[src/rtl/core/kh_pkg.sv]
// Package for the key hash slice selector.
// Holds the queue entry type, queue status type and back-end state enum.
// No dependencies.
package kh_pkg;

  // Hash width and the number of restoring modulo steps
  localparam int HashW    = 32;
  localparam int DivSteps = HashW;
  localparam int DivCntW  = $clog2(DivSteps);

  // Queue between front and back
  localparam int QDepth  = 2;
  localparam int QPtrW   = 1;
  localparam int QCountW = 2;

  // One finished key handed from the front to the back
  typedef struct packed {
    logic             empty_key;  // zero-length key: answer 0/0
    logic [HashW-1:0] hash;       // accumulator after the last full group
    logic [23:0]      pend;       // unfinished group bytes, first byte low
    logic [1:0]       tail;       // byte count modulo 4
  } kh_entry_t;

  // Queue status toward its neighbors
  typedef struct packed {
    logic               full;
    logic               empty;
    logic [QCountW-1:0] count;
  } kh_qstat_t;

  // Back-end sequencer states
  typedef enum logic [2:0] {
    BK_IDLE,
    BK_TAIL,
    BK_AVA1,
    BK_AVA2,
    BK_DIV,
    BK_LOAD
  } kh_bstate_t;

endpackage

[src/rtl/core/kh_front.sv]
// Front end: takes one key byte per transaction and runs the group mix.
// Depends on kh_pkg; pushes finished keys into kh_queue.
module kh_front
  import kh_pkg::*;
#(
  parameter int MAX_KEY_BYTES = 255
) (
  input  logic      clk,
  input  logic      rst_n,
  input  logic      fire,
  input  logic [7:0] key_length,
  input  logic [7:0] key_byte,
  input  logic      last_byte,
  output logic      push,
  output kh_entry_t push_entry
);

  logic [HashW-1:0] acc_r, acc_nxt;
  logic [7:0]       pos_r, pos_nxt;
  logic [23:0]      pend_r, pend_nxt;

  logic             start;
  logic [HashW-1:0] h0, h1, hm, tm;
  logic [23:0]      pend0, pend1;
  logic [15:0]      lo, hi;
  logic [8:0]       count;
  logic             last_eff;
  logic             empty_key;

  // Seed, group mix and key closing
  always_comb begin
    start     = (pos_r == 8'd0);
    empty_key = start && (key_length == 8'd0);
    h0        = start ? {24'd0, key_length} : acc_r;
    pend0     = start ? 24'd0 : pend_r;
    lo        = pend0[15:0];
    hi        = {key_byte, pend0[23:16]};
    hm        = h0 + {16'd0, lo};
    tm        = ({16'd0, hi} << 11) ^ hm;
    hm        = (hm << 16) ^ tm;
    hm        = hm + (hm >> 11);
    pend1     = pend0;
    h1        = h0;
    case (pos_r[1:0])
      2'd0: pend1[7:0]   = key_byte;
      2'd1: pend1[15:8]  = key_byte;
      2'd2: pend1[23:16] = key_byte;
      default: begin
        h1    = hm;
        pend1 = 24'd0;
      end
    endcase
    count    = {1'b0, pos_r} + 9'd1;
    last_eff = last_byte || (count >= 9'(MAX_KEY_BYTES));

    acc_nxt  = acc_r;
    pos_nxt  = pos_r;
    pend_nxt = pend_r;
    push     = 1'b0;
    push_entry.empty_key = empty_key;
    push_entry.hash      = h1;
    push_entry.pend      = pend1;
    push_entry.tail      = count[1:0];
    if (fire) begin
      if (empty_key || last_eff) begin
        push     = 1'b1;
        acc_nxt  = '0;
        pos_nxt  = '0;
        pend_nxt = '0;
      end else begin
        acc_nxt  = h1;
        pos_nxt  = count[7:0];
        pend_nxt = pend1;
      end
    end
  end

  // Hold the running key state
  always_ff @(posedge clk) begin
    if (!rst_n) begin
      acc_r  <= '0;
      pos_r  <= '0;
      pend_r <= '0;
    end else begin
      acc_r  <= acc_nxt;
      pos_r  <= pos_nxt;
      pend_r <= pend_nxt;
    end
  end

endmodule

[src/rtl/core/kh_queue.sv]
// Two-entry queue of finished keys between front and back.
// Depends on kh_pkg for the entry and status types.
module kh_queue
  import kh_pkg::*;
(
  input  logic      clk,
  input  logic      rst_n,
  input  logic      push,
  input  kh_entry_t push_entry,
  input  logic      pop,
  output kh_entry_t head,
  output kh_qstat_t stat
);

  kh_entry_t          mem_r [QDepth];
  logic [QPtrW-1:0]   wr_ptr_r, wr_ptr_nxt;
  logic [QPtrW-1:0]   rd_ptr_r, rd_ptr_nxt;
  logic [QCountW-1:0] count_r, count_nxt;

  // Advance pointers and count
  always_comb begin
    wr_ptr_nxt = push ? wr_ptr_r + QPtrW'(1) : wr_ptr_r;
    rd_ptr_nxt = pop  ? rd_ptr_r + QPtrW'(1) : rd_ptr_r;
    count_nxt  = count_r;
    if (push && !pop) begin
      count_nxt = count_r + QCountW'(1);
    end else if (pop && !push) begin
      count_nxt = count_r - QCountW'(1);
    end
  end

  always_ff @(posedge clk) begin
    if (!rst_n) begin
      wr_ptr_r <= '0;
      rd_ptr_r <= '0;
      count_r  <= '0;
    end else begin
      wr_ptr_r <= wr_ptr_nxt;
      rd_ptr_r <= rd_ptr_nxt;
      count_r  <= count_nxt;
    end
  end

  // Store the entry
  always_ff @(posedge clk) begin
    if (push) begin
      mem_r[wr_ptr_r] <= push_entry;
    end
  end

  assign head       = mem_r[rd_ptr_r];
  assign stat.full  = (count_r == QCountW'(QDepth));
  assign stat.empty = (count_r == '0);
  assign stat.count = count_r;

endmodule

[src/rtl/core/kh_back.sv]
// Back end: tail mix, avalanche, bit-serial modulo and the output register.
// Depends on kh_pkg; pops finished keys from kh_queue.
module kh_back
  import kh_pkg::*;
(
  input  logic             clk,
  input  logic             rst_n,
  input  kh_qstat_t        qstat,
  input  kh_entry_t        head,
  input  logic [8:0]       eff_slices,
  output logic             pop,
  input  logic             out_stall,
  output logic             out_valid,
  output logic [HashW-1:0] out_hash_value,
  output logic [7:0]       out_slice_index
);

  kh_bstate_t         state_r, state_nxt;
  logic [HashW-1:0]   hash_r, hash_nxt;
  logic [HashW-1:0]   shift_r, shift_nxt;
  logic [8:0]         rem_r, rem_nxt;
  logic [DivCntW-1:0] cnt_r, cnt_nxt;
  logic [23:0]        pend_r, pend_nxt;
  logic [1:0]         tail_r, tail_nxt;
  logic               out_valid_r, out_valid_nxt;
  logic [HashW-1:0]   out_hash_r, out_hash_nxt;
  logic [7:0]         out_idx_r, out_idx_nxt;

  logic [HashW-1:0]   t, a;
  logic [7:0]         b0, b1, b2;
  logic [8:0]         r;
  logic               out_free;

  // Sequence one key at a time
  always_comb begin
    state_nxt     = state_r;
    hash_nxt      = hash_r;
    shift_nxt     = shift_r;
    rem_nxt       = rem_r;
    cnt_nxt       = cnt_r;
    pend_nxt      = pend_r;
    tail_nxt      = tail_r;
    out_hash_nxt  = out_hash_r;
    out_idx_nxt   = out_idx_r;
    pop           = 1'b0;
    out_free      = !out_valid_r || !out_stall;
    out_valid_nxt = out_free ? 1'b0 : out_valid_r;
    b0            = pend_r[7:0];
    b1            = pend_r[15:8];
    b2            = pend_r[23:16];
    t             = hash_r;
    a             = hash_r;
    r             = {rem_r[7:0], shift_r[HashW-1]};

    case (state_r)
      BK_IDLE: begin
        if (!qstat.empty) begin
          pop      = 1'b1;
          hash_nxt = head.hash;
          pend_nxt = head.pend;
          tail_nxt = head.tail;
          if (head.empty_key) begin
            hash_nxt  = '0;
            rem_nxt   = '0;
            state_nxt = BK_LOAD;
          end else begin
            state_nxt = BK_TAIL;
          end
        end
      end
      BK_TAIL: begin
        // Mix the one- to three-byte tail
        case (tail_r)
          2'd3: begin
            t = hash_r + {16'd0, b1, b0};
            t = t ^ (t << 16);
            t = t ^ ({{24{b2[7]}}, b2} << 18);
            t = t + (t >> 11);
          end
          2'd2: begin
            t = hash_r + {16'd0, b1, b0};
            t = t ^ (t << 11);
            t = t + (t >> 17);
          end
          2'd1: begin
            t = hash_r + {{24{b0[7]}}, b0};
            t = t ^ (t << 10);
            t = t + (t >> 1);
          end
          default: t = hash_r;
        endcase
        hash_nxt  = t;
        state_nxt = BK_AVA1;
      end
      BK_AVA1: begin
        a         = hash_r ^ (hash_r << 3);
        a         = a + (a >> 5);
        a         = a ^ (a << 4);
        hash_nxt  = a;
        state_nxt = BK_AVA2;
      end
      BK_AVA2: begin
        a         = hash_r + (hash_r >> 17);
        a         = a ^ (a << 25);
        a         = a + (a >> 6);
        hash_nxt  = a;
        shift_nxt = a;
        rem_nxt   = '0;
        cnt_nxt   = '0;
        state_nxt = BK_DIV;
      end
      BK_DIV: begin
        // One restoring step per cycle, MSB first
        if (r >= eff_slices) begin
          r = r - eff_slices;
        end
        rem_nxt   = r;
        shift_nxt = shift_r << 1;
        cnt_nxt   = cnt_r + DivCntW'(1);
        if (cnt_r == DivCntW'(DivSteps - 1)) begin
          state_nxt = BK_LOAD;
        end
      end
      BK_LOAD: begin
        if (out_free) begin
          out_valid_nxt = 1'b1;
          out_hash_nxt  = hash_r;
          out_idx_nxt   = rem_r[7:0];
          state_nxt     = BK_IDLE;
        end
      end
      default: state_nxt = BK_IDLE;
    endcase
  end

  always_ff @(posedge clk) begin
    if (!rst_n) begin
      state_r     <= BK_IDLE;
      out_valid_r <= 1'b0;
    end else begin
      state_r     <= state_nxt;
      out_valid_r <= out_valid_nxt;
    end
  end

  // Datapath registers
  always_ff @(posedge clk) begin
    hash_r     <= hash_nxt;
    shift_r    <= shift_nxt;
    rem_r      <= rem_nxt;
    cnt_r      <= cnt_nxt;
    pend_r     <= pend_nxt;
    tail_r     <= tail_nxt;
    out_hash_r <= out_hash_nxt;
    out_idx_r  <= out_idx_nxt;
  end

  assign out_valid       = out_valid_r;
  assign out_hash_value  = out_hash_r;
  assign out_slice_index = out_idx_r;

endmodule

[src/rtl/core/key_hash_slice_select_core.sv]
// Key hash slice selector: streaming 32-bit key hash and slice reduction.
// Depends on kh_pkg, kh_front, kh_queue and kh_back.
//
// Keys arrive one byte per transaction. The front end takes a byte every cycle
// unless the queue is full, and it mixes each full 4-byte group as it completes.
// A finished key moves through a two-entry queue to the back end, which pops it,
// runs the tail mix, the avalanche (BK_AVA1, BK_AVA2) and a bit-serial modulo by
// the slice count, one restoring step per hash bit, and then loads the output
// register; while out_stall holds a waiting result, it waits to load. The back
// end takes no new key until the last one is loaded, so its modulo loop bounds
// the key rate for short keys. An empty key (length 0 on its first byte) is one
// transaction, goes from the pop straight to the output load and returns hash 0,
// slice 0. The slice count register reads 0 as 1 and saturates at the smaller of
// 256 and MAX_SLICES; write it only while the block is idle.
module key_hash_slice_select_core
  import kh_pkg::*;
#(
  parameter int MAX_KEY_BYTES = 255,
  parameter int MAX_SLICES    = 256
) (
  input  logic        clk,
  input  logic        rst_n,
  input  logic        cfg_wr_en,
  input  logic [8:0]  cfg_wr_data,
  input  logic        in_valid,
  output logic        in_stall,
  input  logic [7:0]  in_key_length,
  input  logic [7:0]  in_key_byte,
  input  logic        in_last_byte,
  output logic        out_valid,
  input  logic        out_stall,
  output logic [31:0] out_hash_value,
  output logic [7:0]  out_slice_index
);

  localparam int SliceCap = (MAX_SLICES < 256) ? MAX_SLICES : 256;

  logic [8:0] slice_count_r;
  logic [8:0] eff_slices;
  logic       in_fire;
  logic       push;
  logic       pop;
  kh_entry_t  push_entry;
  kh_entry_t  head;
  kh_qstat_t  qstat;

  // Slice count register
  always_ff @(posedge clk) begin
    if (!rst_n) begin
      slice_count_r <= 9'd1;
    end else if (cfg_wr_en) begin
      slice_count_r <= cfg_wr_data;
    end
  end

  // Clamp the slice count to its usable range
  always_comb begin
    eff_slices = slice_count_r;
    if (slice_count_r == 9'd0) begin
      eff_slices = 9'd1;
    end else if (slice_count_r > 9'(SliceCap)) begin
      eff_slices = 9'(SliceCap);
    end
  end

  assign in_stall = qstat.full;
  assign in_fire  = in_valid && !in_stall;

  kh_front #(
    .MAX_KEY_BYTES(MAX_KEY_BYTES)
  ) u_front (
    .clk       (clk),
    .rst_n     (rst_n),
    .fire      (in_fire),
    .key_length(in_key_length),
    .key_byte  (in_key_byte),
    .last_byte (in_last_byte),
    .push      (push),
    .push_entry(push_entry)
  );

  kh_queue u_queue (
    .clk       (clk),
    .rst_n     (rst_n),
    .push      (push),
    .push_entry(push_entry),
    .pop       (pop),
    .head      (head),
    .stat      (qstat)
  );

  kh_back u_back (
    .clk            (clk),
    .rst_n          (rst_n),
    .qstat          (qstat),
    .head           (head),
    .eff_slices     (eff_slices),
    .pop            (pop),
    .out_stall      (out_stall),
    .out_valid      (out_valid),
    .out_hash_value (out_hash_value),
    .out_slice_index(out_slice_index)
  );

  // Slice index stays below the effective slice count
  a_idx_range: assert property (@(posedge clk) disable iff (!rst_n)
    out_valid |-> ({1'b0, out_slice_index} < eff_slices))
    else $error("slice index out of range");

  // Queue never overfills and never pops when empty
  a_q_bounds: assert property (@(posedge clk) disable iff (!rst_n)
    (qstat.count <= QCountW'(QDepth)) && !(pop && qstat.empty))
    else $error("queue bounds violated");

  // A push into a full queue cannot happen
  a_q_push: assert property (@(posedge clk) disable iff (!rst_n)
    push |-> !qstat.full)
    else $error("push into full queue");

endmodule

[config.mk]
export PLATFORM = sky130hd
export DESIGN_NAME = key_hash_slice_select_core
export DESIGN_NICKNAME = d
export VERILOG_FILES = /design/src/rtl/core/kh_pkg.sv /design/src/rtl/core/kh_front.sv /design/src/rtl/core/kh_queue.sv /design/src/rtl/core/kh_back.sv /design/src/rtl/core/key_hash_slice_select_core.sv
export SDC_FILE = /design/constraint.sdc
export NUM_CORES = 1
export LEC_CHECK = 0
export BUFFER_PORTS_ARGS = -buffer_cell sky130_fd_sc_hd__buf_2
export CORE_MARGIN = 2
export CORE_UTILIZATION = 40
export CTS_CLUSTER_DIAMETER = 150
export DETAILED_ROUTE_END_ITERATION = 10
export SYNTH_ARGS = -nofsm -noshare
export SYNTH_HDL_FRONTEND = slang
export SYNTH_SLANG_ARGS = --single-unit
[constraint.sdc]
create_clock -name clk -period 8.2 [get_ports clk]
set_input_delay 1.64 -clock clk [delete_from_list [all_inputs] [get_ports clk]]
set_output_delay 1.64 -clock clk [all_outputs]
set_load 0.01 [all_outputs]
==> impl_table.tex, run 1 <==
\begin{tabular}{lr}
\hline
Metric & Value \\
\hline
\multicolumn{2}{l}{\textbf{GRT}} \\
\quad All-Layer GR Usage & about a quarter \\
\quad Maximum number of pins on one net before global-route repair & 79 \\
\quad Number of antenna violations at the first check in global routing & 4 \\
\quad Congestion Overflow GR & 0 \\
\quad First-pass GRT wire length & $\sim$140000 um \\
\quad Number of global-route vias before repair & around 22k \\
\multicolumn{2}{l}{\textbf{Min path}} \\
\quad Worst hold path type & register to register \\
\quad HP Start & u\_back.rem\_r[7] \\
\quad Worst-case hold path end point & u\_back.out\_slice\_index[7] \\
\quad Cells on Worst Hold Path & 0 \\
\multicolumn{2}{l}{\textbf{Layout}} \\
\quad Multi-input gate area & between 15000 and 20000 um\^{}2 \\
\quad Diode count & 0 \\
\quad Layout filler cell count & about 6.8k \\
\quad Sequential cell area & 9480 um\^{}2 \\
\quad Share of final-layout standard cells stronger than drive strength 1 & under 10\% \\
\quad Layout Area Growth over Synthesis & 9.78\% \\
\quad Number of nets in the layout & roughly 3.4k \\
\multicolumn{2}{l}{\textbf{Drt}} \\
\quad DRC viols & 0 \\
\quad Aggregate routed wire length & slightly above 90000 um \\
\quad Post-DRT Antenna Nets & 0 \\
\quad Total vias in the final route & 23.8k \\
\quad Pre-Repair DR Iteration Count & 6 \\
\quad Routed len/inst & approximately 23 um \\
\quad Detailed Route Iter0 Violations & between 2k and 2.5k \\
\quad Average vias per placed instance & just under 6 \\
\multicolumn{2}{l}{\textbf{Worst setup path}} \\
\quad Critical Setup Path Class & register to register \\
\quad Register-to-Register Setup Slack & 0.61 ns \\
\quad CP startpoint & u\_front.pos\_r[0] \\
\quad Endpoint type of the worst setup path & register \\
\quad Stage delay of the slowest cell on the critical path & 0.53 ns \\
\quad Length in cells of the worst reg-to-reg path & 28 \\
\quad Crit path DAT & 7.90 ns \\
\quad Startpoint of the worst-slack reg-to-reg timing path & u\_front.pos\_r[0] \\
\quad RR Endpoint & u\_queue.mem\_r[0][52] \\
\quad Worst Path Max Fanout & 21 \\
\quad Worst Setup Start Kind & register \\
\quad Worst Path Required & 8.51 ns \\
\quad Library cell contributing the largest single delay on the critical path & sky130\_fd\_sc\_hd\_\_or4b\_1 \\
\multicolumn{2}{l}{\textbf{Die}} \\
\quad Number of I/O pins & 73 \\
\quad Total core area & 70300 um\^{}2 \\
\quad Starting Density & 40.6\% \\
\quad Cell Rows & 97 \\
\quad Die area & about 73000 um\^{}2 \\
\quad Die H & about 270 um \\
\quad DIE WIDTH & around 270 um \\
\multicolumn{2}{l}{\textbf{Timing}} \\
\quad RSZ-0062 raised after global routing & no \\
\quad \# setup viols final & 0 \\
\quad Max-slew headroom & between 20\% and 30\% \\
\quad Maximum clock skew at final layout & $\sim$0.022 ns \\
\quad Final min period & 7.59 ns \\
\quad Pin slew with the least headroom to its limit & 1.07 ns \\
\quad Highest Clock Rate & $\sim$130 MHz \\
\quad Fin crit share & 92.6\% \\
\quad Total Negative Setup Slacks & 0 ns \\
\quad Pins over their slew limit & 0 \\
\quad Final hold violation count & 0 \\
\multicolumn{2}{l}{\textbf{Synthesis}} \\
\quad Average cell area after synthesis & between 9 and 10 um\^{}2 \\
\quad Fraction of the mapped netlist area in adder cells & 10.8\% \\
\quad Count of state elements after synthesis & 343 \\
\quad Async S/R FF share, synth & 0\% \\
\quad Number of enable-type register cells in the synthesized netlist & 261 \\
\quad Seq/Total Area, Yosys & between 30\% and 40\% \\
\quad Multiplexer share of the synthesized area & 3.42\% \\
\quad Count of warnings emitted by yosys & 0 \\
\quad Number of library cell types mapped by synthesis & between 100 and 150 \\
\quad Mapped Nets & around 3.3k \\
\quad Dominant combinational cell family by area after synthesis & compound AO/OA/AOI/OAI gates \\
\quad Syn Inst Count & 3064 \\
\quad Most instantiated flip-flop cell in the synthesis netlist & sky130\_fd\_sc\_hd\_\_edfxtp\_1 \\
\quad Simple-Gate Fraction of Synth Area & between 15 and 20\% \\
\quad Xor and xnor area share after synthesis & 14.2\% \\
\quad Total standard cell area after synthesis & about 28000 um\^{}2 \\
\quad Compound-cell area share of the yosys netlist & roughly a fifth \\
\multicolumn{2}{l}{\textbf{Clock network}} \\
\quad Total number of H-tree levels & 2 \\
\quad Clock slew at the register clock pins of the worst setup and hold paths & around 0.07 ns \\
\quad Post-CTS setup repair buffer count & 0 \\
\quad Clock root cell & sky130\_fd\_sc\_hd\_\_clkbuf\_16 \\
\quad Number of sinks handled by clock tree synthesis & $\sim$340 \\
\quad Later-pin clock latency in the skew report & 0.59 ns \\
\quad CTS max path bufs & 3 \\
\quad Number of buffers added by the clock tree synthesis step & 38 \\
\quad TritonCTS clock tree & built \\
\multicolumn{2}{l}{\textbf{Run status}} \\
\quad Outcome & finished clean \\
\multicolumn{2}{l}{\textbf{Placed design}} \\
\quad Buffers added on ports & between 70 and 80 \\
\quad Total half-perimeter wirelength after legalization and detailed placement & around 70000 um \\
\quad Final GP Congestion & between 0.9 and 1 \\
\multicolumn{2}{l}{\textbf{Flow run}} \\
\quad Number of max-cap violations & 0 \\
\hline
\end{tabular}
## per-stage QoR
stage                     hold WS, ns  std cells  setup slack (ns)  util, %  cell area [um^2]
after floorplan                 0.431       3064             0.794        -             28500
after global placement          0.442       4000             0.650     42.6             30000
after detailed placement        0.446       4000             0.442     42.6             30000
after CTS                       0.457       4070             0.426     44.5             31300
after global routing            0.481       4070            0.0565     44.5             31300
final                           0.450       4070             0.607     44.5             31300
## cell families after synthesis
family	after synthesis
AO/OA/AOI/OAI	853
XOR/XNOR	441
adder cells (fa/ha/maj)	241
buffers and inverters	198
flip-flops	343
multiplexers	92
AND/OR/NAND/NOR	896
## worst max-delay path by stage
stage / to
4_1_cts: u_queue.mem_r[1][52]
2_1_floorplan: u_queue.mem_r[0][52]
3_3_place_gp: u_queue.mem_r[1][52]
6_report: u_queue.mem_r[0][52]
3_5_place_dp: u_queue.mem_r[1][52]
5_1_grt: u_queue.mem_r[0][52]
## sequential cells by signal, indices dropped and copies added (netlist names), 3 cells and up, named ones only
name                    count
u_back.out_slice_index      8
u_queue.mem_r             118
u_back.state_r              3
u_back.hash_r              32
u_back.out_hash_value      32
u_back.shift_r             32
u_front.acc_r              32
u_back.cnt_r                5
u_front.pend_r             24
u_back.pend_r              24
slice_count_r               9
u_back.rem_r                8
u_front.pos_r               8
## layout make-up
type	count	area share, %
flip-flops and latches	343	30.3
repair buffers	111	2.09
clock inverters	20	0.792
clock buffers	50	3.44
inverters	83	0.996
multi-input cells	2523	58.6
well taps	940	3.76
## critical path: cells and delay by family (launching register included)
family | cells | cell delay [ns]
AOI/OAI and AO/OA | 12 | 3.05
xor gates and xnor gates | 3 | 0.63
adders and majority gates | 4 | 1.28
buffers and inverters | 1 | 0.19
DFF | 1 | 0.35
muxes | 1 | 0.12
and+or+nand+nor | 7 | 1.62
## per-layer routing
metal	vias up	track usage, %	share of wire, %
li1	11400	-	-
met1	11300	33.7	44
met2	870	38.8	45
met3	164	3.97	7.2
met4	2	8.48	3.6
met5	-	0	0.013
## synth_stat cells, types with 82 or more instances
cell	instances	share of area (%)
sky130_fd_sc_hd__edfxtp_1	261	28
sky130_fd_sc_hd__dfxtp_1	82	5.8
sky130_fd_sc_hd__nand3_1	89	1.6
sky130_fd_sc_hd__nand2_1	298	3.9
sky130_fd_sc_hd__ha_1	231	10
sky130_fd_sc_hd__xnor2_1	256	7.9
sky130_fd_sc_hd__xor2_1	172	5.3
sky130_fd_sc_hd__nor2_1	196	2.6
sky130_fd_sc_hd__a21oi_1	193	3.4
sky130_fd_sc_hd__clkbuf_1	91	1.2
sky130_fd_sc_hd__o21ai_0	153	2.7
sky130_fd_sc_hd__a21o_1	104	2.7
## repair_timing
item,in CTS,in global routing
hold buffers,0,0
resized for setup,0,3
setup endpoints to repair,0,13
## layout by cell type, fill, tap and decap left out, drive strengths merged, types with 104 or more instances in the layout
cell,count
xor2,172
a21o,104
xnor2,260
buf,111
ha,231
nor2,198
edfxtp,261
a21oi,193
o21ai,162
nand2,298
Power of run 1 is left out: the tool's default activity adds up to more than one toggle a clock period on the data nets, which glitch-free logic cannot reach.
==> run 2, diff against run 1 <==
Settings changed: BUFFER_PORTS_ARGS -buffer_cell sky130_fd_sc_hd__buf_2 to default, CAP_MARGIN from default to 20, DONT_BUFFER_PORTS from default to 1.
==> impl_table.tex, run 2 (synthesis results as in run 1) <==
\begin{tabular}{lr}
\hline
Metric & Value \\
\hline
\multicolumn{2}{l}{\textbf{Layout}} \\
\quad Share of final-layout standard cells stronger than drive strength 1 & about 7\% \\
\quad Register name with the most flops & u\_queue.mem\_r \\
\quad Max reg flops & $\sim$120 \\
\quad Top library cells by usage in the layout, fill and taps aside & 297 x sky130\_fd\_sc\_hd\_\_nand2\_1, 261 x sky130\_fd\_sc\_hd\_\_edfxtp\_1, 256 x sky130\_fd\_sc\_hd\_\_xnor2\_1, 230 x sky130\_fd\_sc\_hd\_\_ha\_1, 195 x sky130\_fd\_sc\_hd\_\_nor2\_1 \\
\quad Number of nets in the layout & around 3.3k \\
\quad Layout Area Growth over Synthesis & 8.91\% \\
\quad Commonest non-fill, non-tap cell in the layout & sky130\_fd\_sc\_hd\_\_nand2\_1 \\
\multicolumn{2}{l}{\textbf{Timing}} \\
\quad Final hold violation count & 0 \\
\quad Maximum clock skew at final layout & 0.0182 ns \\
\quad Pins over their slew limit & 0 \\
\quad Max-slew headroom & between 20\% and 30\% \\
\quad Pin slew with the least headroom to its limit & 1.12 ns \\
\quad Highest Clock Rate & 131 MHz \\
\quad Fin crit share & a little over 90\% \\
\quad RSZ-0062 raised after global routing & no \\
\quad Final min period & approximately 7.6 ns \\
\quad \# setup viols final & 0 \\
\quad Total Negative Setup Slacks & 0 ns \\
\multicolumn{2}{l}{\textbf{GRT}} \\
\quad First-pass GRT wire length & between 100000 and 150000 um \\
\quad Met3 routing resource usage after global routing & around 4.7\% \\
\quad Number of antenna violations at the first check in global routing & 2 \\
\quad GR Util met2 & between 40 and 50\% \\
\quad Busiest grt layer & met2 \\
\quad Congestion Overflow GR & 0 \\
\quad All-Layer GR Usage & roughly a quarter \\
\quad GR Util met1 & between 30\% and 40\% \\
\quad Maximum number of pins on one net before global-route repair & 86 \\
\quad Number of global-route vias before repair & roughly 23k \\
\multicolumn{2}{l}{\textbf{Placed design}} \\
\quad Final GP Congestion & 1.00 \\
\quad Buffers added on ports & 0 \\
\quad Total half-perimeter wirelength after legalization and detailed placement & between 70000 and 80000 um \\
\multicolumn{2}{l}{\textbf{Clock network}} \\
\quad Clock slew at the register clock pins of the worst setup and hold paths & 0.06 ns \\
\quad Number of hold-repair buffers added at the cts stage & 0 \\
\quad CTS max path bufs & 3 \\
\quad Total number of H-tree levels & 2 \\
\quad Later-pin clock latency in the skew report & about 0.57 ns \\
\quad TritonCTS clock tree & built \\
\quad Clock root cell & sky130\_fd\_sc\_hd\_\_clkbuf\_16 \\
\quad Number of buffers added by the clock tree synthesis step & 39 \\
\quad Number of sinks handled by clock tree synthesis & 343 \\
\multicolumn{2}{l}{\textbf{Die}} \\
\quad DIE WIDTH & approximately 270 um \\
\quad Starting Density & 40.6\% \\
\quad Number of I/O pins & 73 \\
\quad Total core area & $\sim$70000 um\^{}2 \\
\quad Die area & approximately 73000 um\^{}2 \\
\quad Cell Rows & 97 \\
\quad Die H & approximately 270 um \\
\multicolumn{2}{l}{\textbf{Drt}} \\
\quad DRC viols & 0 \\
\quad Aggregate routed wire length & 99500 um \\
\quad Average vias per placed instance & 5.98 \\
\quad Detailed Route Iter0 Violations & 2237 \\
\quad Pre-Repair DR Iteration Count & 7 \\
\quad Routed len/inst & 24.8 um \\
\quad Post-DRT Antenna Nets & 0 \\
\quad Total vias in the final route & roughly 24k \\
\multicolumn{2}{l}{\textbf{Worst setup path}} \\
\quad Worst Path Required & roughly 8.5 ns \\
\quad Worst Setup Start Kind & register \\
\quad Library cell contributing the largest single delay on the critical path & sky130\_fd\_sc\_hd\_\_or4b\_1 \\
\quad Crit path DAT & between 7 and 8 ns \\
\quad Most numerous cell on the critical path & sky130\_fd\_sc\_hd\_\_a21oi\_1 \\
\quad Endpoint type of the worst setup path & register \\
\quad Worst Path Max Fanout & 20 \\
\quad Length in cells of the worst reg-to-reg path & 29 \\
\quad Critical Setup Path Class & register to register \\
\quad Stage delay of the slowest cell on the critical path & about 0.60 ns \\
\multicolumn{2}{l}{\textbf{Min path}} \\
\quad Worst hold path type & register to register \\
\quad Cells on Worst Hold Path & 2 \\
\multicolumn{2}{l}{\textbf{Run status}} \\
\quad Outcome & finished clean \\
\multicolumn{2}{l}{\textbf{Flow run}} \\
\quad Number of max-cap violations & 0 \\
\hline
\end{tabular}
run 2: cell count changes in the layout (fill, tap and decap cells not counted), sizes merged, moves of 2 or more:
cell	before	now
buf	111	52
clkbuf	50	46
bufinv	2	4
clkinv	13	15
run 2: area by class of cell:
class / instances / area (um^2)
Tap cell: 940 / 1180
Clock inverter: 26 / 294
Timing Repair Buffer: 52 / 403
Multi-Input combinational cell: 2523 / 18300
Inverter: 83 / 312
Fill cell: 6791 / 39200
Antenna cell: 1 / 2.50
Sequential cell: 343 / 9480
Clock buffer: 46 / 1030
run 2: through the flow:
stage	utilization (%)	hold WS (ns)	std cells	worst slack [ns]	area [um^2]
after floorplan	-	0.431	3064	0.794	28500
final	44.2	0.462	4014	0.553	31000
after global routing	44.2	0.486	4013	0.0680	31000
after global placement	42.2	0.449	3938	0.543	29700
after detailed placement	42.2	0.458	3939	0.330	29700
after CTS	44.1	0.466	4011	0.298	31000
run 2: worst max-delay path: cells and delay by family, from the launching register on:
family,cells,cell delay (ns)
xor+xnor,3,0.51
simple gates,7,1.63
mux,1,0.13
fa+ha+maj,4,1.28
compound gates,12,3.08
buf+inv,2,0.34
flops,1,0.35
run 2: worst paths after layout:
kind / slack (ns) / endpoint / startpoint
worst max register to register: 0.55 / u_queue.mem_r[0][54] / u_front.pos_r[0]
worst min-delay path: 0.46 / u_front.acc_r[4] / u_front.acc_r[4]
worst min register to register: 0.46 / u_front.acc_r[4] / u_front.acc_r[4]
worst max-delay path: 0.55 / u_queue.mem_r[0][54] / u_front.pos_r[0]
run 2: metal layers:
layer / share of wire [%] / wire length (um)
met2: 46 / 45500
met4: 4.0 / 4020
met3: 6.7 / 6680
met1: 43 / 43300
met5: 0.012 / 12
run 2: what timing repair did:
action,in CTS,in global routing
endpoints found under the setup margin,0,15
gates resized for setup,0,2
setup buffers,0,2
Power of run 2 is left out for the same reason.
